`config.mk`:
```
export PLATFORM = sky130hd
export DESIGN_NAME = alsmu_format
export DESIGN_NICKNAME = d
export VERILOG_FILES = /design/src/rtl/core/alsmu_pkg.sv /design/src/rtl/core/alsmu_format.sv
export SDC_FILE = /design/constraint.sdc
export NUM_CORES = 1
export LEC_CHECK = 0
export ABC_CLOCK_PERIOD_IN_PS = 1440
export BUFFER_PORTS_ARGS = -buffer_cell sky130_fd_sc_hd__buf_2
export CAP_MARGIN = 10
export CORE_MARGIN = 2
export CORE_UTILIZATION = 45
export DETAILED_ROUTE_END_ITERATION = 10
export PLACE_DENSITY = 0.83
export RECOVER_POWER = 100
export SLEW_MARGIN = 10
export SYNTH_ARGS = -nofsm -noshare
export SYNTH_HDL_FRONTEND = slang
export SYNTH_SLANG_ARGS = --single-unit
```
`constraint.sdc`:
```
create_clock -name vclk -period 1.44
set_clock_uncertainty 0.1 [all_clocks]
set_input_delay 0.144 -clock vclk [all_inputs]
set_output_delay 0.144 -clock vclk [all_outputs]
set_load 0.005 [all_outputs]
```
`src/rtl/core/alsmu_pkg.sv`:
```
// Shared definitions for the load/store memory unit: command and fault codes,
// the load-format selector and the stage control record.
// No dependencies.
`timescale 1ns / 1ps

package alsmu_pkg;

   // Default memory size in address bits (bytes = 2**ADDR_BITS)
   localparam int ADDR_BITS_DEFAULT = 16;

   localparam int CMD_BITS   = 4;
   localparam int FAULT_BITS = 2;
   localparam int DATA_BITS  = 64;
   localparam int WORD_BITS  = 32;
   localparam int LANES      = 4;

   // Command codes
   localparam logic [CMD_BITS-1:0] CMD_FETCH        = 4'd0;
   localparam logic [CMD_BITS-1:0] CMD_LOAD_WORD    = 4'd1;
   localparam logic [CMD_BITS-1:0] CMD_LOAD_HALF    = 4'd2;
   localparam logic [CMD_BITS-1:0] CMD_LOAD_BYTE    = 4'd3;
   localparam logic [CMD_BITS-1:0] CMD_LOAD_DOUBLE  = 4'd4;
   localparam logic [CMD_BITS-1:0] CMD_STORE_WORD   = 4'd5;
   localparam logic [CMD_BITS-1:0] CMD_STORE_HALF   = 4'd6;
   localparam logic [CMD_BITS-1:0] CMD_STORE_BYTE   = 4'd7;
   localparam logic [CMD_BITS-1:0] CMD_STORE_DOUBLE = 4'd8;

   // Fault codes
   localparam logic [FAULT_BITS-1:0] FAULT_NONE  = 2'd0;
   localparam logic [FAULT_BITS-1:0] FAULT_FETCH = 2'd1;
   localparam logic [FAULT_BITS-1:0] FAULT_STORE = 2'd2;

   // How the read words turn into the response value
   typedef enum logic [2:0] {
      FMT_NONE,
      FMT_FETCH,
      FMT_WORD,
      FMT_HALF,
      FMT_BYTE,
      FMT_DOUBLE
   } fmt_type;

   // Control carried alongside the memory read
   typedef struct packed {
      fmt_type                kind;
      logic [2:0]             offset;
      logic [FAULT_BITS-1:0]  fault;
   } ctrl_type;

endpackage

```
`src/rtl/core/alsmu_format.sv`:
```
// Load formatting: picks the low and high words from the two banks and applies
// rotation, halfword swap, byte select and doubleword join. Depends on alsmu_pkg.
`timescale 1ns / 1ps

module alsmu_format
   import alsmu_pkg::*;
(
   input  ctrl_type             ctrl,
   input  logic [WORD_BITS-1:0] bank0_data,
   input  logic [WORD_BITS-1:0] bank1_data,
   output logic [DATA_BITS-1:0] read_data
);

   // Rotate right by eight bits per byte of offset
   function automatic logic [WORD_BITS-1:0] rotate_word(logic [WORD_BITS-1:0] w,
                                                        logic [1:0] off);
      logic [WORD_BITS-1:0] r;
      unique case (off)
         2'd0:    r = w;
         2'd1:    r = {w[7:0],  w[31:8]};
         2'd2:    r = {w[15:0], w[31:16]};
         default: r = {w[23:0], w[31:24]};
      endcase
      return r;
   endfunction

   logic [WORD_BITS-1:0] lo_word;
   logic [WORD_BITS-1:0] hi_word;
   logic [15:0]          half;
   logic [7:0]           byte_val;

   // Word at the address sits in bank selected by address bit 2
   assign lo_word = ctrl.offset[2] ? bank1_data : bank0_data;
   assign hi_word = ctrl.offset[2] ? bank0_data : bank1_data;

   // Swap the aligned halfword on an odd address
   always_comb begin
      half = ctrl.offset[1] ? lo_word[31:16] : lo_word[15:0];
      if (ctrl.offset[0]) begin
         half = {half[7:0], half[15:8]};
      end
   end

   always_comb begin
      unique case (ctrl.offset[1:0])
         2'd0:    byte_val = lo_word[7:0];
         2'd1:    byte_val = lo_word[15:8];
         2'd2:    byte_val = lo_word[23:16];
         default: byte_val = lo_word[31:24];
      endcase
   end

   // Build the zero-extended response value
   always_comb begin
      unique case (ctrl.kind)
         FMT_FETCH:  read_data = {32'd0, lo_word};
         FMT_WORD:   read_data = {32'd0, rotate_word(lo_word, ctrl.offset[1:0])};
         FMT_HALF:   read_data = {48'd0, half};
         FMT_BYTE:   read_data = {56'd0, byte_val};
         FMT_DOUBLE: read_data = {rotate_word(hi_word, ctrl.offset[1:0]),
                                  rotate_word(lo_word, ctrl.offset[1:0])};
         default:    read_data = '0;
      endcase
   end

endmodule

```
==> impl_metrics.yaml <==
global_route:
  grt_pass1_wl_um: 20100
  track_usage: 0.344
  grt_pass1_vias: 3923
  grt_overflow: 0
  grt_max_degree: 34
  antenna_found_initial: 1
cells_and_area:
  stdcell_area_um2: 5080
  syn_to_final_growth_pct: 73.6
  seq_cell_count: 0
  layout-drive-gt1-share: 0.744
  layout.nets: 616
  final-seq-area_um2: 0
  nClkBuffers: 0
synth:
  synth.avg_cell_area_um2: 8.55
  yosys.area.top_type: "mux4_2"
  synth_common_cells: "nand2_1, a21oi_1, mux2i_1, mux4_2, mux2_2"
  yosysMostFrequentCell: "nand2_1"
  synth_cell_types: 30
  ys_warn_count: 0
  seq_area_frac_synth: 0
  yosys-top-cells-area: "mux4_2, mux2i_1, mux2_2"
  syn-num-nets: 414
  netlist_instances: 342
  synth_area_um2: 2920
  netlist.area_leader.share: 0.323
pwr:
  total_power_mw: 1.92
  peakVddDrop_v: 0.000239
  p_leak_nw: 2.28
  p_per_area_nw_per_um2: 378
timing:
  setup_violations: 64
  drv_slew: 0
  rsz0062_at_grt: "true"
  final_hold_viol_count: 0
  fin_crit_sh: 1.19
  min_period_ns: 1.72
  fin_tns_setup_ns: -10.58
  maxSlewHeadroom: 0.720
  worstMarginPinSlew_ns: 0.409
  finalWorstSetupSlack_ns: -0.280
  fmax_ghz: 0.581
routing:
  vias: 4173
  drcViolationCount: 0
  finalWirelength_um: 13900
  drt_iter0_markers: 373
  vias_per_cell: 6.73
  drtPass1Iterations: 6
  ant_nets: 0
  routedWlPerCell_um: 22.3
floorplanning:
  die_w_um: 84.6
  rows: 29
  dieArea_um2: 7160
  start_util: 0.463
  die_h_um: 84.6
  core_um2: 6310
  io_pins: 136
min_path:
  worst_hold_path_type: "in -> out"
worst_setup_path:
  worst_ep_arrival_time_ns: 1.48
  endpoint_kind: "output port"
  crit_type: "in -> out"
  max_stage_delay_ns: 0.48
  path_buf_inv: 3
  crit_chain: "buf_16 -> buf_12 -> mux2i_4 -> mux4_2 -> o22ai_1 -> buf_2"
  critPathMaxFanout: 6
  slowest_stage: "mux4_2"
  worst_path_dominant_cell_family: "multiplexers"
  crit_required_ns: 1.20
  critPathLaunchType: "input pin"
placement:
  portBuffers: 134
  place_hpwl_um: 9170
  placed_area_um2: 4370
  gp_congestion: 0.952
  pre_cts_slack_ns: -0.398
run:
  maxCapViolations: 0
status:
  status: "finished with violations"
  violations: "setup timing"
[metrics by stage]
step                      std cells  utilization  hold slack [ns]
after global routing            620        0.804            0.712
after detailed placement        609        0.692            0.688
after floorplan                 342            -            0.406
after global placement          609        0.692            0.678
after CTS                       613        0.754            0.670
final                           620        0.804            0.701
[what timing repair did]
action,in CTS,in global routing
hold buffers,0,0
pin swaps,26,19
cloned,3,0
gates resized for setup,73,66
setup buffers,5,7
endpoints found under the setup margin,64,64
endpoints found under the hold margin,0,0
[cell type report]
cell class	count	area, µm²
tap	77	96.3
multi-input combinational	302	3230
timing repair buffer	239	1750
antenna	1	2.50
inverter	1	3.75
fill	377	1240
[cells by family (layout without fill, tap and decap cells)]
| family | Yosys count | in the layout | synth area share |
|---|---|---|---|
| other | 0 | 1 | 0 |
| xor gates and xnor gates | 1 | 1 | 0.00300 |
| and+or+nand+nor | 87 | 87 | 0.122 |
| buffers and inverters | 40 | 240 | 0.0796 |
| AOI/OAI and AO/OA | 99 | 99 | 0.209 |
| muxes | 115 | 115 | 0.587 |
[where the power goes]
| part | internal, mW | total, mW | switching [mW] |
|---|---|---|---|
| sequential | 0 | 0 | 0 |
| combinational | 1.01 | 1.92 | 0.911 |
| clock | 0.0000000928 | 0.0000000928 | 0 |
[cells in the final DEF, fill, tap and decap left out, types with 2 or more instances in the layout]
master    synthesis  final
mux2i_1          42     19
a21oi_2           0     15
buf_2            16    130
buf_6             1     19
mux2i_4           0     13
mux2_2           31     18
buf_8             1      7
buf_4             3     73
nand3b_1          2      2
a21oi_1          46     31
mux2i_2           0     10
nor2b_1           3      2
buf_12            2      6
mux2_4            0     13
buf_16            0      4
nor2_1           13     13
mux4_2           42     42
o22ai_1          28     10
nand2_2           0     22
nand2_1          64     42
a22oi_1          14     13
o22ai_2           2     20
o221ai_1          3      2
[final timing paths]
path  slack (ns)          start       endpoint  cells after the start
min         0.70  bank0_data[0]   read_data[0]                      4
max        -0.28        ctrl[4]  read_data[21]                      6
[per-layer routing]
layer / global-route usage / wire, µm / vias to the layer above
met5: 0 / 0 / -
met4: 0.124 / 587 / 0
met3: 0.0442 / 1610 / 70
met2: 0.557 / 6530 / 374
met1: 0.475 / 5120 / 1973
li1: - / - / 1756
Power figures use the tool's default switching activity.
